**config.mk**
```make
export PLATFORM = sky130hd
export DESIGN_NAME = source_token_scanner_flat
export DESIGN_NICKNAME = d
export VERILOG_FILES = /design/src/sv/stsc_pkg.sv /design/src/sv/stsc_if.sv /design/src/sv/stsc_front.sv /design/src/sv/stsc_queue.sv /design/src/sv/stsc_back.sv /design/src/sv/source_token_scanner.sv /design/src/flat_wrapper.sv
export SDC_FILE = /design/constraint.sdc
export NUM_CORES = 1
export LEC_CHECK = 0
export BUFFER_PORTS_ARGS = -buffer_cell sky130_fd_sc_hd__buf_4
export CAP_MARGIN = 25
export CORE_ASPECT_RATIO = 0.9
export CORE_MARGIN = 8
export CORE_UTILIZATION = 60
export CTS_BUF_LIST = sky130_fd_sc_hd__clkbuf_8
export DETAILED_ROUTE_END_ITERATION = 8
export PLACE_DENSITY = 0.77
export SLEW_MARGIN = 20
export SYNTH_ARGS = -nofsm -noshare
export SYNTH_HDL_FRONTEND = slang
export SYNTH_SLANG_ARGS = --single-unit
```
**constraint.sdc**
```tcl
create_clock -name clk -period 6.6 [get_ports clk]
set_input_delay 1.32 -clock clk [delete_from_list [all_inputs] [get_ports clk]]
set_output_delay 1.32 -clock clk [all_outputs]
set_load 0.02 [all_outputs]
```
**src/sv/stsc_pkg.sv**
```systemverilog
// Shared types, token kind codes and character classes for the source token scanner.
package stsc_pkg;

  localparam int QUEUE_DEPTH = 4;
  localparam int QUEUE_AW    = $clog2(QUEUE_DEPTH);

  // scan modes
  localparam logic [1:0] MODE_IDLE   = 2'd0;
  localparam logic [1:0] MODE_IDENT  = 2'd1;
  localparam logic [1:0] MODE_INT    = 2'd2;
  localparam logic [1:0] MODE_STRING = 2'd3;

  // token kinds (0..14 are punctuation)
  localparam logic [4:0] KIND_COMMA   = 5'd0;
  localparam logic [4:0] KIND_DOT     = 5'd1;
  localparam logic [4:0] KIND_COLON   = 5'd2;
  localparam logic [4:0] KIND_SEMI    = 5'd3;
  localparam logic [4:0] KIND_LPAREN  = 5'd4;
  localparam logic [4:0] KIND_RPAREN  = 5'd5;
  localparam logic [4:0] KIND_LBRACK  = 5'd6;
  localparam logic [4:0] KIND_RBRACK  = 5'd7;
  localparam logic [4:0] KIND_LBRACE  = 5'd8;
  localparam logic [4:0] KIND_RBRACE  = 5'd9;
  localparam logic [4:0] KIND_BANG    = 5'd10;
  localparam logic [4:0] KIND_ASSIGN  = 5'd11;
  localparam logic [4:0] KIND_MINUS   = 5'd12;
  localparam logic [4:0] KIND_PLUS    = 5'd13;
  localparam logic [4:0] KIND_STAR    = 5'd14;
  localparam logic [4:0] KIND_STRING  = 5'd15;
  localparam logic [4:0] KIND_EOF     = 5'd16;
  localparam logic [4:0] KIND_IDENT   = 5'd17;
  localparam logic [4:0] KIND_INT     = 5'd18;
  localparam logic [4:0] KIND_ILLEGAL = 5'd19;
  localparam logic [4:0] KIND_LET     = 5'd20;
  localparam logic [4:0] KIND_RETURN  = 5'd21;
  localparam logic [4:0] KIND_CONST   = 5'd22;
  localparam logic [4:0] KIND_USE     = 5'd23;

  localparam logic [7:0] CH_NUL   = 8'h00;
  localparam logic [7:0] CH_TAB   = 8'h09;
  localparam logic [7:0] CH_LF    = 8'h0A;
  localparam logic [7:0] CH_CR    = 8'h0D;
  localparam logic [7:0] CH_SPACE = 8'h20;
  localparam logic [7:0] CH_QUOTE = 8'h22;

  // last six identifier bytes, newest in the low byte
  localparam logic [47:0] KW_LET    = 48'h0000_006C_6574;
  localparam logic [47:0] KW_RETURN = 48'h7265_7475_726E;
  localparam logic [47:0] KW_CONST  = 48'h0063_6F6E_7374;
  localparam logic [47:0] KW_USE    = 48'h0000_0075_7365;

  typedef struct packed {
    logic [4:0]  kind;
    logic [15:0] start;
    logic [15:0] len;
  } tok_t;

  // all tokens caused by one input byte
  typedef struct packed {
    logic two;
    tok_t tok0;
    tok_t tok1;
  } job_t;

  function automatic logic is_letter(input logic [7:0] c);
    return (c >= 8'h61 && c <= 8'h7A) || (c >= 8'h41 && c <= 8'h5A) || (c == 8'h5F);
  endfunction

  function automatic logic is_digit(input logic [7:0] c);
    return (c >= 8'h30 && c <= 8'h39);
  endfunction

  function automatic logic is_space(input logic [7:0] c);
    return (c == CH_SPACE) || (c == CH_CR) || (c == CH_LF) || (c == CH_TAB);
  endfunction

  function automatic logic [4:0] punct_kind(input logic [7:0] c);
    logic [4:0] k;
    case (c)
      8'h2C: k = KIND_COMMA;
      8'h2E: k = KIND_DOT;
      8'h3A: k = KIND_COLON;
      8'h3B: k = KIND_SEMI;
      8'h28: k = KIND_LPAREN;
      8'h29: k = KIND_RPAREN;
      8'h5B: k = KIND_LBRACK;
      8'h5D: k = KIND_RBRACK;
      8'h7B: k = KIND_LBRACE;
      8'h7D: k = KIND_RBRACE;
      8'h21: k = KIND_BANG;
      8'h3D: k = KIND_ASSIGN;
      8'h2D: k = KIND_MINUS;
      8'h2B: k = KIND_PLUS;
      8'h2A: k = KIND_STAR;
      default: k = KIND_ILLEGAL;
    endcase
    return k;
  endfunction

  function automatic logic [4:0] word_kind(input logic [47:0] kw, input logic too_long);
    logic [4:0] k;
    k = KIND_IDENT;
    if (!too_long) begin
      if (kw == KW_LET) k = KIND_LET;
      else if (kw == KW_RETURN) k = KIND_RETURN;
      else if (kw == KW_CONST) k = KIND_CONST;
      else if (kw == KW_USE) k = KIND_USE;
    end
    return k;
  endfunction

endpackage

```
**src/sv/stsc_if.sv**
```systemverilog
// Valid/ready channel interfaces for source bytes and tokens.
interface stsc_in_if;
  logic       valid;
  logic       ready;
  logic [7:0] char_byte;

  modport source (output valid, output char_byte, input ready);
  modport sink (input valid, input char_byte, output ready);
endinterface

interface stsc_out_if;
  logic        valid;
  logic        ready;
  logic [4:0]  token_kind;
  logic [15:0] token_start;
  logic [15:0] token_length;
  logic        last_of_run;

  modport source (output valid, output token_kind, output token_start,
                  output token_length, output last_of_run, input ready);
  modport sink (input valid, input token_kind, input token_start,
                input token_length, input last_of_run, output ready);
endinterface

```
**src/sv/stsc_front.sv**
```systemverilog
// Scanner front end: tracks lexer state per byte and builds the tokens each byte causes.
module stsc_front #(
  parameter int POSITION_BITS = 16
) (
  input  logic             clk,
  input  logic             rst_n,
  input  logic             byte_valid,
  input  logic [7:0]       byte_in,
  input  logic             q_ready,
  output logic             job_valid,
  output stsc_pkg::job_t   job
);

  localparam logic [POSITION_BITS-1:0] POS_MAX = '1;

  logic [1:0]               mode_r, mode_nxt;
  logic [POSITION_BITS-1:0] pos_r, pos_nxt;
  logic [POSITION_BITS-1:0] pend_r, pend_nxt;
  logic [47:0]              kw_r, kw_nxt;
  logic                     long_r, long_nxt;

  logic                     accept;
  logic [POSITION_BITS-1:0] pos_inc;
  logic [POSITION_BITS-1:0] run_len;
  logic [31:0]              pos_ext;
  logic [31:0]              pend_ext;
  logic [31:0]              len_ext;
  logic                     handle_idle;
  logic                     pre_v, own_v;
  stsc_pkg::tok_t           pre_tok, own_tok;

  assign accept   = byte_valid && q_ready;
  assign pos_inc  = (pos_r == POS_MAX) ? pos_r : pos_r + 1'b1;
  assign run_len  = pos_r - pend_r;
  assign pos_ext  = 32'(pos_r);
  assign pend_ext = 32'(pend_r);
  assign len_ext  = 32'(run_len);

  always_comb begin
    mode_nxt    = mode_r;
    pos_nxt     = pos_inc;
    pend_nxt    = pend_r;
    kw_nxt      = kw_r;
    long_nxt    = long_r;
    handle_idle = 1'b1;
    pre_v       = 1'b0;
    own_v       = 1'b0;
    pre_tok     = '0;
    own_tok     = '0;

    // token ended by this byte
    case (mode_r)
      stsc_pkg::MODE_IDENT: begin
        if (stsc_pkg::is_letter(byte_in)) begin
          if (kw_r[47:40] != 8'h00) long_nxt = 1'b1;
          kw_nxt      = {kw_r[39:0], byte_in};
          handle_idle = 1'b0;
        end else begin
          pre_v         = 1'b1;
          pre_tok.kind  = stsc_pkg::word_kind(kw_r, long_r);
          pre_tok.start = pend_ext[15:0];
          pre_tok.len   = len_ext[15:0];
          mode_nxt      = stsc_pkg::MODE_IDLE;
        end
      end
      stsc_pkg::MODE_INT: begin
        if (stsc_pkg::is_digit(byte_in)) begin
          handle_idle = 1'b0;
        end else begin
          pre_v         = 1'b1;
          pre_tok.kind  = stsc_pkg::KIND_INT;
          pre_tok.start = pend_ext[15:0];
          pre_tok.len   = len_ext[15:0];
          mode_nxt      = stsc_pkg::MODE_IDLE;
        end
      end
      stsc_pkg::MODE_STRING: begin
        if (byte_in == stsc_pkg::CH_QUOTE || byte_in == stsc_pkg::CH_NUL) begin
          pre_v         = 1'b1;
          pre_tok.kind  = stsc_pkg::KIND_STRING;
          pre_tok.start = pend_ext[15:0];
          pre_tok.len   = len_ext[15:0];
          mode_nxt      = stsc_pkg::MODE_IDLE;
          // closing quote is consumed; end of input still gives eof below
          handle_idle   = (byte_in == stsc_pkg::CH_NUL);
        end else begin
          handle_idle = 1'b0;
        end
      end
      default: ;
    endcase

    // byte's own token, or start of a new run
    if (handle_idle) begin
      if (stsc_pkg::is_space(byte_in)) begin
        own_v = 1'b0;
      end else if (byte_in == stsc_pkg::CH_NUL) begin
        own_v         = 1'b1;
        own_tok.kind  = stsc_pkg::KIND_EOF;
        own_tok.start = pos_ext[15:0];
        own_tok.len   = 16'd0;
        mode_nxt      = stsc_pkg::MODE_IDLE;
        pos_nxt       = '0;
      end else if (byte_in == stsc_pkg::CH_QUOTE) begin
        mode_nxt = stsc_pkg::MODE_STRING;
        pend_nxt = pos_inc;
      end else if (stsc_pkg::is_letter(byte_in)) begin
        mode_nxt = stsc_pkg::MODE_IDENT;
        pend_nxt = pos_r;
        kw_nxt   = {40'd0, byte_in};
        long_nxt = 1'b0;
      end else if (stsc_pkg::is_digit(byte_in)) begin
        mode_nxt = stsc_pkg::MODE_INT;
        pend_nxt = pos_r;
      end else begin
        own_v         = 1'b1;
        own_tok.kind  = stsc_pkg::punct_kind(byte_in);
        own_tok.start = pos_ext[15:0];
        own_tok.len   = 16'd1;
      end
    end
  end

  always_comb begin
    job = '0;
    if (pre_v) begin
      job.tok0 = pre_tok;
      job.tok1 = own_tok;
      job.two  = own_v;
    end else begin
      job.tok0 = own_tok;
    end
    job_valid = accept && (pre_v || own_v);
  end

  always_ff @(posedge clk) begin
    if (!rst_n) begin
      mode_r <= stsc_pkg::MODE_IDLE;
      pos_r  <= '0;
      pend_r <= '0;
      kw_r   <= '0;
      long_r <= 1'b0;
    end else if (accept) begin
      mode_r <= mode_nxt;
      pos_r  <= pos_nxt;
      pend_r <= pend_nxt;
      kw_r   <= kw_nxt;
      long_r <= long_nxt;
    end
  end

endmodule

```
**src/sv/stsc_queue.sv**
```systemverilog
// Short job queue between the scanner front end and the token serializer.
module stsc_queue (
  input  logic           clk,
  input  logic           rst_n,
  input  logic           push,
  input  stsc_pkg::job_t push_job,
  output logic           not_full,
  input  logic           pop,
  output logic           not_empty,
  output stsc_pkg::job_t head_job
);

  localparam int AW = stsc_pkg::QUEUE_AW;

  stsc_pkg::job_t mem [stsc_pkg::QUEUE_DEPTH];
  logic [AW-1:0]  wr_ptr_r, rd_ptr_r;
  logic [AW:0]    count_r, count_nxt;

  assign not_full  = (count_r != (AW+1)'(stsc_pkg::QUEUE_DEPTH));
  assign not_empty = (count_r != '0);
  assign head_job  = mem[rd_ptr_r];

  always_comb begin
    count_nxt = count_r;
    if (push && !pop) count_nxt = count_r + 1'b1;
    else if (pop && !push) count_nxt = count_r - 1'b1;
  end

  always_ff @(posedge clk) begin
    if (push) mem[wr_ptr_r] <= push_job;
  end

  always_ff @(posedge clk) begin
    if (!rst_n) begin
      wr_ptr_r <= '0;
      rd_ptr_r <= '0;
      count_r  <= '0;
    end else begin
      if (push) wr_ptr_r <= wr_ptr_r + 1'b1;
      if (pop) rd_ptr_r <= rd_ptr_r + 1'b1;
      count_r <= count_nxt;
    end
  end

endmodule

```
**src/sv/stsc_back.sv**
```systemverilog
// Token serializer: splits queued jobs into single tokens behind an output register.
module stsc_back (
  input  logic           clk,
  input  logic           rst_n,
  input  logic           q_not_empty,
  input  stsc_pkg::job_t q_head,
  output logic           q_pop,
  output logic           out_valid,
  input  logic           out_ready,
  output stsc_pkg::tok_t out_tok,
  output logic           out_last
);

  logic           out_valid_r;
  stsc_pkg::tok_t out_tok_r;
  logic           out_last_r;
  logic           held_v_r;
  stsc_pkg::tok_t held_tok_r;
  logic           load;

  assign load  = !out_valid_r || out_ready;
  assign q_pop = load && !held_v_r && q_not_empty;

  assign out_valid = out_valid_r;
  assign out_tok   = out_tok_r;
  assign out_last  = out_last_r;

  always_ff @(posedge clk) begin
    if (!rst_n) begin
      out_valid_r <= 1'b0;
      held_v_r    <= 1'b0;
    end else if (load) begin
      if (held_v_r) begin
        out_valid_r <= 1'b1;
        held_v_r    <= 1'b0;
      end else begin
        out_valid_r <= q_not_empty;
        held_v_r    <= q_not_empty && q_head.two;
      end
    end
  end

  always_ff @(posedge clk) begin
    if (load) begin
      if (held_v_r) begin
        out_tok_r  <= held_tok_r;
        out_last_r <= 1'b1;
      end else begin
        out_tok_r  <= q_head.tok0;
        out_last_r <= !q_head.two;
        held_tok_r <= q_head.tok1;
      end
    end
  end

endmodule

```
**src/sv/source_token_scanner.sv**
```systemverilog
// Source token scanner top level: byte channel in, token channel out.
// Usage:
//   in_ch carries one source byte per transaction; byte 0 ends the input and
//   brings the scanner back to idle at position 0 after an eof token.
//   out_ch carries one token per transaction: kind, start, length and a flag
//   marking the last token caused by an input byte.
//   The front end is combinational; a byte's tokens pass through the job queue
//   and the output register before reaching out_ch. A byte that ends a word and
//   is itself a token yields two tokens, the word's token first.
//   Input is taken every cycle while the job queue between front end and
//   serializer has room; while out_ch.ready is high the serializer sends one
//   token per cycle: one byte per cycle while bytes average at most one token.
//   When the receiver stalls, the output register holds its token, the queue
//   fills and in_ch.ready drops once it is full.
//   Synchronous active-low reset clears the scanner state, empties the queue
//   and drops out_ch.valid.
module source_token_scanner #(
  parameter int POSITION_BITS = 16
) (
  input  logic              clk,
  input  logic              rst_n,
  stsc_in_if.sink           in_ch,
  stsc_out_if.source        out_ch
);

  logic           q_not_full;
  logic           q_not_empty;
  logic           q_pop;
  logic           job_valid;
  stsc_pkg::job_t job;
  stsc_pkg::job_t head_job;
  stsc_pkg::tok_t out_tok;

  assign in_ch.ready = q_not_full;

  stsc_front #(
    .POSITION_BITS(POSITION_BITS)
  ) u_front (
    .clk        (clk),
    .rst_n      (rst_n),
    .byte_valid (in_ch.valid),
    .byte_in    (in_ch.char_byte),
    .q_ready    (q_not_full),
    .job_valid  (job_valid),
    .job        (job)
  );

  stsc_queue u_queue (
    .clk       (clk),
    .rst_n     (rst_n),
    .push      (job_valid),
    .push_job  (job),
    .not_full  (q_not_full),
    .pop       (q_pop),
    .not_empty (q_not_empty),
    .head_job  (head_job)
  );

  stsc_back u_back (
    .clk         (clk),
    .rst_n       (rst_n),
    .q_not_empty (q_not_empty),
    .q_head      (head_job),
    .q_pop       (q_pop),
    .out_valid   (out_ch.valid),
    .out_ready   (out_ch.ready),
    .out_tok     (out_tok),
    .out_last    (out_ch.last_of_run)
  );

  assign out_ch.token_kind   = out_tok.kind;
  assign out_ch.token_start  = out_tok.start;
  assign out_ch.token_length = out_tok.len;

endmodule

```
**src/flat_wrapper.sv**
```systemverilog
// flat-port wrapper written by rule: the top's interface ports become plain ports
module source_token_scanner_flat 
#(
  parameter int POSITION_BITS = 16
)
  (clk, rst_n, in_ch_valid, in_ch_char_byte, in_ch_ready, out_ch_valid, out_ch_token_kind, out_ch_token_start, out_ch_token_length, out_ch_last_of_run, out_ch_ready);
  stsc_in_if in_ch_i ();
  stsc_out_if out_ch_i ();
  input  logic clk;
  input  logic rst_n;
  input wire logic [$bits(in_ch_i.valid)-1:0] in_ch_valid;
  input wire logic [$bits(in_ch_i.char_byte)-1:0] in_ch_char_byte;
  output wire logic [$bits(in_ch_i.ready)-1:0] in_ch_ready;
  output wire logic [$bits(out_ch_i.valid)-1:0] out_ch_valid;
  output wire logic [$bits(out_ch_i.token_kind)-1:0] out_ch_token_kind;
  output wire logic [$bits(out_ch_i.token_start)-1:0] out_ch_token_start;
  output wire logic [$bits(out_ch_i.token_length)-1:0] out_ch_token_length;
  output wire logic [$bits(out_ch_i.last_of_run)-1:0] out_ch_last_of_run;
  input wire logic [$bits(out_ch_i.ready)-1:0] out_ch_ready;
  assign in_ch_i.valid = in_ch_valid;
  assign in_ch_i.char_byte = in_ch_char_byte;
  assign in_ch_ready = in_ch_i.ready;
  assign out_ch_valid = out_ch_i.valid;
  assign out_ch_token_kind = out_ch_i.token_kind;
  assign out_ch_token_start = out_ch_i.token_start;
  assign out_ch_token_length = out_ch_i.token_length;
  assign out_ch_last_of_run = out_ch_i.last_of_run;
  assign out_ch_i.ready = out_ch_ready;
  source_token_scanner #(.POSITION_BITS(POSITION_BITS)) u_core (.clk(clk), .rst_n(rst_n), .in_ch(in_ch_i), .out_ch(out_ch_i));
endmodule
```
* Yosys cells after proc, flatten, opt, wreduce, memory -nomap -nowiden
Memories as Yosys holds them, arrays and structs flattened. A register that Yosys moved wholly into a read port is not among the register bits.
Cells that the tools add are included.
** Word-level totals
- Memories :: 1
- Bits in registers :: 167
- Bits in read-only memories :: 0
- Latch bits :: 0
- Bits in writable memories :: 300
** Memory list
- u_core.u_queue.mem :: depth 4, bits a word 75, rd ports 1, clocked after memory_dff 1, write ports 1, RTL line stsc_queue.sv:15 : stsc_pkg::job_t mem [stsc_pkg::QUEUE_DEPTH];
** Cells by class
- Equal/unequal tests :: 30
- Bitwise logic cells :: 3
- Shift-type cells :: 0
- Mux-type cells :: 71
- Multiply operators :: 0
- Div/mod/pow operators :: 0
- Add/sub/neg operators :: 6
- Magnitude comparators :: 6
- Reductions and logical operators :: 30
** Operators by type and width (number)
- $mux 37 :: 11
- $mux 48 :: 7
- $mux 16 :: 7
- $pmux 37 s3 :: 1
- $eq 8x6->1 const B :: 13
- $eq 48x23->1 const B :: 2
- $pmux 5 s15 :: 1
- $eq 48x39->1 const B :: 1
- $eq 48x47->1 const B :: 1
- $eq 8x7->1 const B :: 5
- $mux 36 :: 1
- $eq 8x4->1 const B :: 3
- $mux 1 :: 22
- $mux 2 :: 11
- $mux 3 :: 7
- $add 16x1->16 const B :: 1
- $eq 16x16->1 const B :: 1
- $ge 8x7->1 const B :: 2
- $le 8x7->1 const B :: 2
- $sub 16x16->16 :: 1
- $logic_and 1x1->1 :: 10
- $ge 8x6->1 const B :: 1
- $le 8x6->1 const B :: 1
- $logic_not 8->1 :: 1
- 16 further kinds :: 33

* Logic depth before layout (Yosys ltp)
- Word-level depth :: 15
- Depth in mapped cells :: 14
- Mapped depth without buffers :: 11

* Hierarchy
Synthesis repeated with hierarchy kept, for this count alone.
** Second synthesis, totals
- Cell total of the unflattened synthesis :: 1349
- Area, all modules :: 20180.6 µm²
** Modules (own cells, without submodules)
- stsc_queue :: area each 11264.6 µm², cells an instance 435, instances 1, sequential area each 9188.8 µm²
- stsc_front :: area each 5921.9 µm², cells an instance 786, instances 1, sequential area each 1661.6 µm²
- stsc_back :: area each 2994.1 µm², cells an instance 128, instances 1, sequential area each 2292.2 µm²

* Worst setup path before layout
No wires, ideal clock.
- Path type :: input to register
- Start :: in in_ch_char_byte[1]
- End :: mem u_core.u_queue.mem[0][0] (netlist bit) (enable)
- Setup time :: 424 ps
- Cell stages on the path :: 8
- Data arrival time :: 4536 ps
- Required time :: 6176 ps
- Setup slack :: 1640 ps
- Path buffers :: 2
- Cells stage by stage :: clkbuf_2 > or4_4 > o22a_4 > a211o_1 > and2_1 > buf_6 > a21oi_4 > and2_1
** Between the ends
- Cells in the longest elaborated chain, start to end :: 13
- Elaborated cells on any way between the ends :: 37
- Those cells by class :: order compare: 6; eq/ne: 6; mux: 13; reduce/logical: 12
** RTL lines
- start, declared :: RTL line flat_wrapper.sv:12 : input wire logic [$bits(in_ch_i.char_byte)-1:0] in_ch_char_byte;
- $ge 8x7->1 or $le 8x7->1 (tied branches) :: RTL line stsc_pkg.sv:66 : return (c >= 8'h61 && c <= 8'h7A) || (c >= 8'h41 && c <= 8'h5A) || (c == 8'h5F);
- $logic_and 1x1->1 :: RTL line stsc_pkg.sv:66
- $logic_or 1x1->1 (2 in series) :: RTL line stsc_pkg.sv:66
- $mux 1 :: RTL line stsc_front.sv:107 : end else if (stsc_pkg::is_letter(byte_in)) begin
- $mux 1 :: RTL line stsc_front.sv:104 : end else if (byte_in == stsc_pkg::CH_QUOTE) begin
- $mux 1 :: RTL line stsc_front.sv:97 : end else if (byte_in == stsc_pkg::CH_NUL) begin
- $mux 1 :: RTL line stsc_front.sv:95 : if (stsc_pkg::is_space(byte_in)) begin
- $mux 1 :: RTL line stsc_front.sv:94 : if (handle_idle) begin
- $logic_or 1x1->1 (*) :: RTL line stsc_front.sv:133 : job_valid = accept && (pre_v || own_v);
- $logic_and 1x1->1 (*) :: RTL line stsc_front.sv:133
- via u_core.job_valid :: RTL line source_token_scanner.sv:29 : logic job_valid;
- $mux 1 (*) :: RTL line stsc_queue.sv:30 : if (push) mem[wr_ptr_r] <= push_job;
- $mux 1 (not written as such) (*) :: RTL line stsc_queue.sv:30
- end, declared :: RTL line stsc_queue.sv:15
Mark *: on every way through the listed nets, which the timed path passes. The rest lies on a longest branch.

* Worst setup path in the final report
- Start :: in in_ch_char_byte[6]
- End :: mem u_core.u_queue.mem[3][33] (netlist bit) (enable)
Same word-level chain as after synthesis.

==> results.rst <==
.. list-table::
   :header-rows: 1

   * - Metric
     - Value
   * - Initial Utilization
     - 61.2%
   * - Share of async-settable or async-resettable flops after synthesis
     - 0%
   * - Core Rows
     - 58
   * - Distinct cell type count after synthesis
     - 85
   * - Top FF cell, synth
     - edfxtp_1
   * - # Max-Cap Violations
     - 0
   * - Worst Setup Slack, final
     - 2.37 ns
   * - Worst Max-Slew Pin Slew
     - 0.989 ns
   * - Leading cell type in the layout, fill and taps excluded
     - edfxtp_1
   * - Fraction of synthesized cell area in xor and xnor cells
     - 1.17%
   * - Number of clock buffers inserted by TritonCTS
     - 59
   * - Outcome
     - finished, final reports clean
   * - Total track usage
     - between 20% and 30%
   * - Share of synthesized area spent on multiplexers
     - 9.75%
   * - Fraction of final layout cells sized beyond drive strength 1
     - 20.4%
   * - CTS tree
     - built
   * - Pins over their slew limit
     - 0
   * - Diode insertion count for antenna repair
     - 0
   * - Final TNS setup
     - 0 ns
   * - Post-detailed-route DRC marker count
     - 0
   * - Pin count of the biggest net entering global routing
     - 61
   * - Adder-cell area share of the yosys netlist
     - 1.77%
   * - Endpoint of the worst hold-timing path
     - u_core.u_front.kw_r[42]
   * - Post-CTS setup buffers
     - 0
   * - Iter 0 DRT Violations
     - around 850
   * - Routed wire length
     - 35800 um
   * - Logic pwr share
     - between 20% and 30%
   * - Final worst-path cycle share
     - 64.1%
   * - Average size of a mapped cell
     - 13.6 um^2
   * - Buffers added on ports
     - 51
   * - Maximum achievable frequency
     - around 240 MHz
   * - Slowest CP cell
     - and2_2
   * - Via count of the routed design
     - 10600
   * - RSZ-0062 raised after global routing
     - false
   * - Post-synthesis sequential area ratio
     - a little under two thirds
   * - Endpoint kind of the worst setup timing path
     - flip-flop
   * - Kind of cell adding the most delay to the critical path
     - simple AND/OR/NAND/NOR gates
   * - Chip Height
     - 176 um
   * - Fraction of the mapped netlist area in compound gates
     - between 8 and 9%
   * - Sink Count
     - 394
   * - Worst setup SP type
     - primary input
   * - Cell at the root of the clock tree
     - clkbuf_8
   * - Reg2Reg Capture Point
     - u_core.u_queue.mem[1][51]
   * - Power share of the sequential group
     - 49.0%
   * - Worst ir drop on vdd
     - 0.000166 V
   * - Number of top-level design ports
     - 52
   * - Number of synthesized flops with an enable pin
     - 300
   * - Post-DRT Antenna Nets
     - 0
   * - Wire length of the first global-routing pass
     - 57100 um
   * - Clock-pin slew of the registers on the worst-case setup and hold paths
     - 0.06 ns
   * - P_leak
     - 6.42 nW
   * - Cell Area, Synth
     - between 15000 and 20000 um^2
   * - Vias in the first global route
     - 10500
   * - Dominant combinational cell family by area after synthesis
     - simple AND/OR/NAND/NOR gates
   * - Max transition margin
     - 33.9%
   * - Die outline width
     - about 190 um
   * - Final setup viols
     - 0
   * - Worst hold stages
     - 2
   * - Average vias per placed instance
     - ~6.1
   * - Largest buffer count on any clock path
     - 3
   * - Buf+Inv Stages, Crit Path
     - 3
   * - Switching power
     - 0.00180 W
   * - Switching power as a share of total power
     - 27.7%
   * - Count of yosys warnings during synthesis
     - 0
   * - Remaining Overflow, GRT
     - 0
   * - Cell depth of the worst flop-to-flop path
     - 10
   * - Total count of hold-check failures in the final report
     - 0
   * - Layout overhead on the synthesized area
     - 10.7%
   * - Cell area power density
     - 343 nW/um^2
   * - Maximum level of the CTS H-tree
     - 2
   * - Quantity of hold-fixing buffers added after cts
     - 0
   * - Simple-gate portion of the synthesized area
     - 12.1%
   * - Share of total power in the clock network
     - about 30%
   * - Yosys reg bits
     - 394
   * - Max Clock Skew
     - 0.0182 ns
   * - Syn Nets
     - ~1300
   * - Clock Latency Late Sink
     - around 0.60 ns
   * - Routed length per placed instance
     - 20.8 um
   * - CP Launch Point
     - in_ch_char_byte[6]
   * - Worst setup path class
     - primary input to flip-flop
   * - Hold path start
     - u_core.u_front.kw_r[42]
   * - Maximum net fanout on the critical path
     - 33
   * - Worst slack after detailed placement
     - ~1.7 ns
   * - Number of antenna violations at the first check in global routing
     - 0
   * - Critical path, cell by cell
     - buf_4 -> or4_1 -> nor4_4 -> buf_4 -> o311ai_1 -> and2_1 -> a21oi_4 -> and2_2 -> buf_4
   * - Critical register-to-register path startpoint
     - u_core.u_front.pos_r[0]
   * - Routability cong.
     - 0.916
   * - Internal power of the cells
     - 0.00471 W
   * - Area enclosed by the die boundary
     - 34300 um^2
   * - Highest cell delay on the worst timing path
     - 0.78 ns
   * - Detail Placement HPWL
     - 23200 um
   * - Hold crit path type
     - flip-flop to flip-flop
   * - Placeable core region
     - 28000 um^2
   * - Most frequent cells in the layout
     - edfxtp_1 (300), nand2_1 (136), a21oi_1 (95), dfxtp_1 (91), buf_4 (73)
   * - CP Data Arrival Time
     - 4.51 ns
   * - Cts repair resizes
     - 0
   * - Most frequent cell on the critical path
     - buf_4
   * - Total iterations of the first detailed-routing run
     - 5
   * - Nets@finish
     - 1348
   * - Register-to-Register Setup Slack
     - 3.51 ns
   * - Synthesized instance count
     - between 1000 and 1500
   * - Minimum period implied by the final worst setup slack
     - between 4 and 5 ns
   * - Worst endpoint required time
     - 6.88 ns
[logic make-up after synthesis]
group                      count (synthesis)
muxes                                     89
buffers and inverters                    107
adders and majority gates                 23
AOI/OAI and AO/OA                        228
xor gates and xnor gates                  23
and+or+nand+nor                          393
DFF                                      394
[stage by stage]
| stage | utilization [%] | power (W) | cell area (um^2) | hold slack [ns] | instances |
|---|---|---|---|---|---|
| after floorplan | - | 0.00418 | 17100 | 0.435 | 1257 |
| after global placement | 63.5 | 0.00464 | 17800 | 0.447 | 1611 |
| after detailed placement | 63.5 | 0.00466 | 17800 | 0.450 | 1611 |
| after CTS | 67.7 | 0.00657 | 19000 | 0.459 | 1720 |
| after global routing | 67.8 | 0.00680 | 19000 | 0.489 | 1721 |
| final | 67.8 | 0.00652 | 19000 | 0.462 | 1721 |
[layer usage]
layer	vias to the layer above	global-route usage, %	wire length, um
met5	-	0	0
met4	0	6.65	858
met3	69	4.07	2360
met2	371	33.0	16800
met1	5205	28.5	15800
li1	4929	-	-
[state kept, by name (all words and copies together) (netlist names), 2 cells and up, named ones only]
signal,cells
u_core.u_queue.count_r,3
u_core.u_back.held_tok_r,22
u_core.u_front.kw_r,48
u_core.u_front.mode_r,2
u_core.u_queue.mem,240
u_core.u_front.pend_r,16
u_core.u_queue.rd_ptr_r,2
u_core.u_back.out_tok,37
u_core.u_queue.wr_ptr_r,2
u_core.u_front.pos_r,16
[Yosys cell counts (all sizes together) (5+ instances only)]
cell | instances | share of area (%)
a211o | 6 | 0.31
a211oi | 14 | 0.76
a21o | 5 | 0.22
a21oi | 97 | 3.0
a22o | 16 | 0.82
a31oi | 6 | 0.22
and2 | 27 | 0.98
and3 | 9 | 0.36
and4b | 5 | 0.29
buf | 34 | 1.3
clkbuf | 45 | 0.99
dfxtp | 94 | 11
edfxtp | 300 | 53
ha | 21 | 1.5
inv | 28 | 0.61
mux2 | 24 | 1.6
mux2i | 5 | 0.29
mux4 | 60 | 7.9
nand2 | 138 | 3.1
nand2b | 8 | 0.29
nand3 | 14 | 0.44
nand3b | 7 | 0.31
nand4 | 20 | 0.73
nor2 | 64 | 1.5
nor2b | 21 | 0.77
nor3 | 29 | 0.94
nor4 | 18 | 0.77
o211ai | 5 | 0.22
o21ai | 37 | 1.1
or4 | 6 | 0.31
xnor2 | 14 | 0.72
xor2 | 9 | 0.46
[worst register-to-register path: cells and delay by family (launching register included)]
kind | cells | cell delay, ns
AOI/OAI and AO/OA | 4 | 1.04
and+or+nand+nor | 1 | 0.11
adders and majority gates | 2 | 0.68
DFF | 1 | 0.39
muxes | 1 | 0.42
buffers and inverters | 2 | 0.24
[power by group through the flow]
stage / clock, W / sequential (W) / combinational [W]
after floorplan: 0 / 0.00337 / 0.000812
after global placement: 0 / 0.00323 / 0.00141
after detailed placement: 0 / 0.00325 / 0.00142
after CTS: 0.00195 / 0.00320 / 0.00142
after global routing: 0.00205 / 0.00322 / 0.00152
final: 0.00191 / 0.00319 / 0.00141
[worst max-delay path by stage]
stage	end	slack, ns	depth (start not counted)
global route	u_core.u_queue.mem[3][52]	2.20	9
finish	u_core.u_queue.mem[3][33]	2.37	9
floorplan	u_core.u_queue.mem[0][0]	1.64	8
global placement	u_core.u_queue.mem[3][70]	1.76	9
CTS	u_core.u_queue.mem[3][52]	2.37	9
detailed placement	u_core.u_queue.mem[3][69]	1.74	9
[layout make-up]
class	count	area, um^2
repair buffers	74	576
clock buffers	63	867
well taps	360	450
multi-input cells	756	5800
clock inverters	46	289
fillers	1933	9030
inverters	28	105
flip-flops and latches	394	10900
No activity file was read; power rests on OpenSTA's default activity.
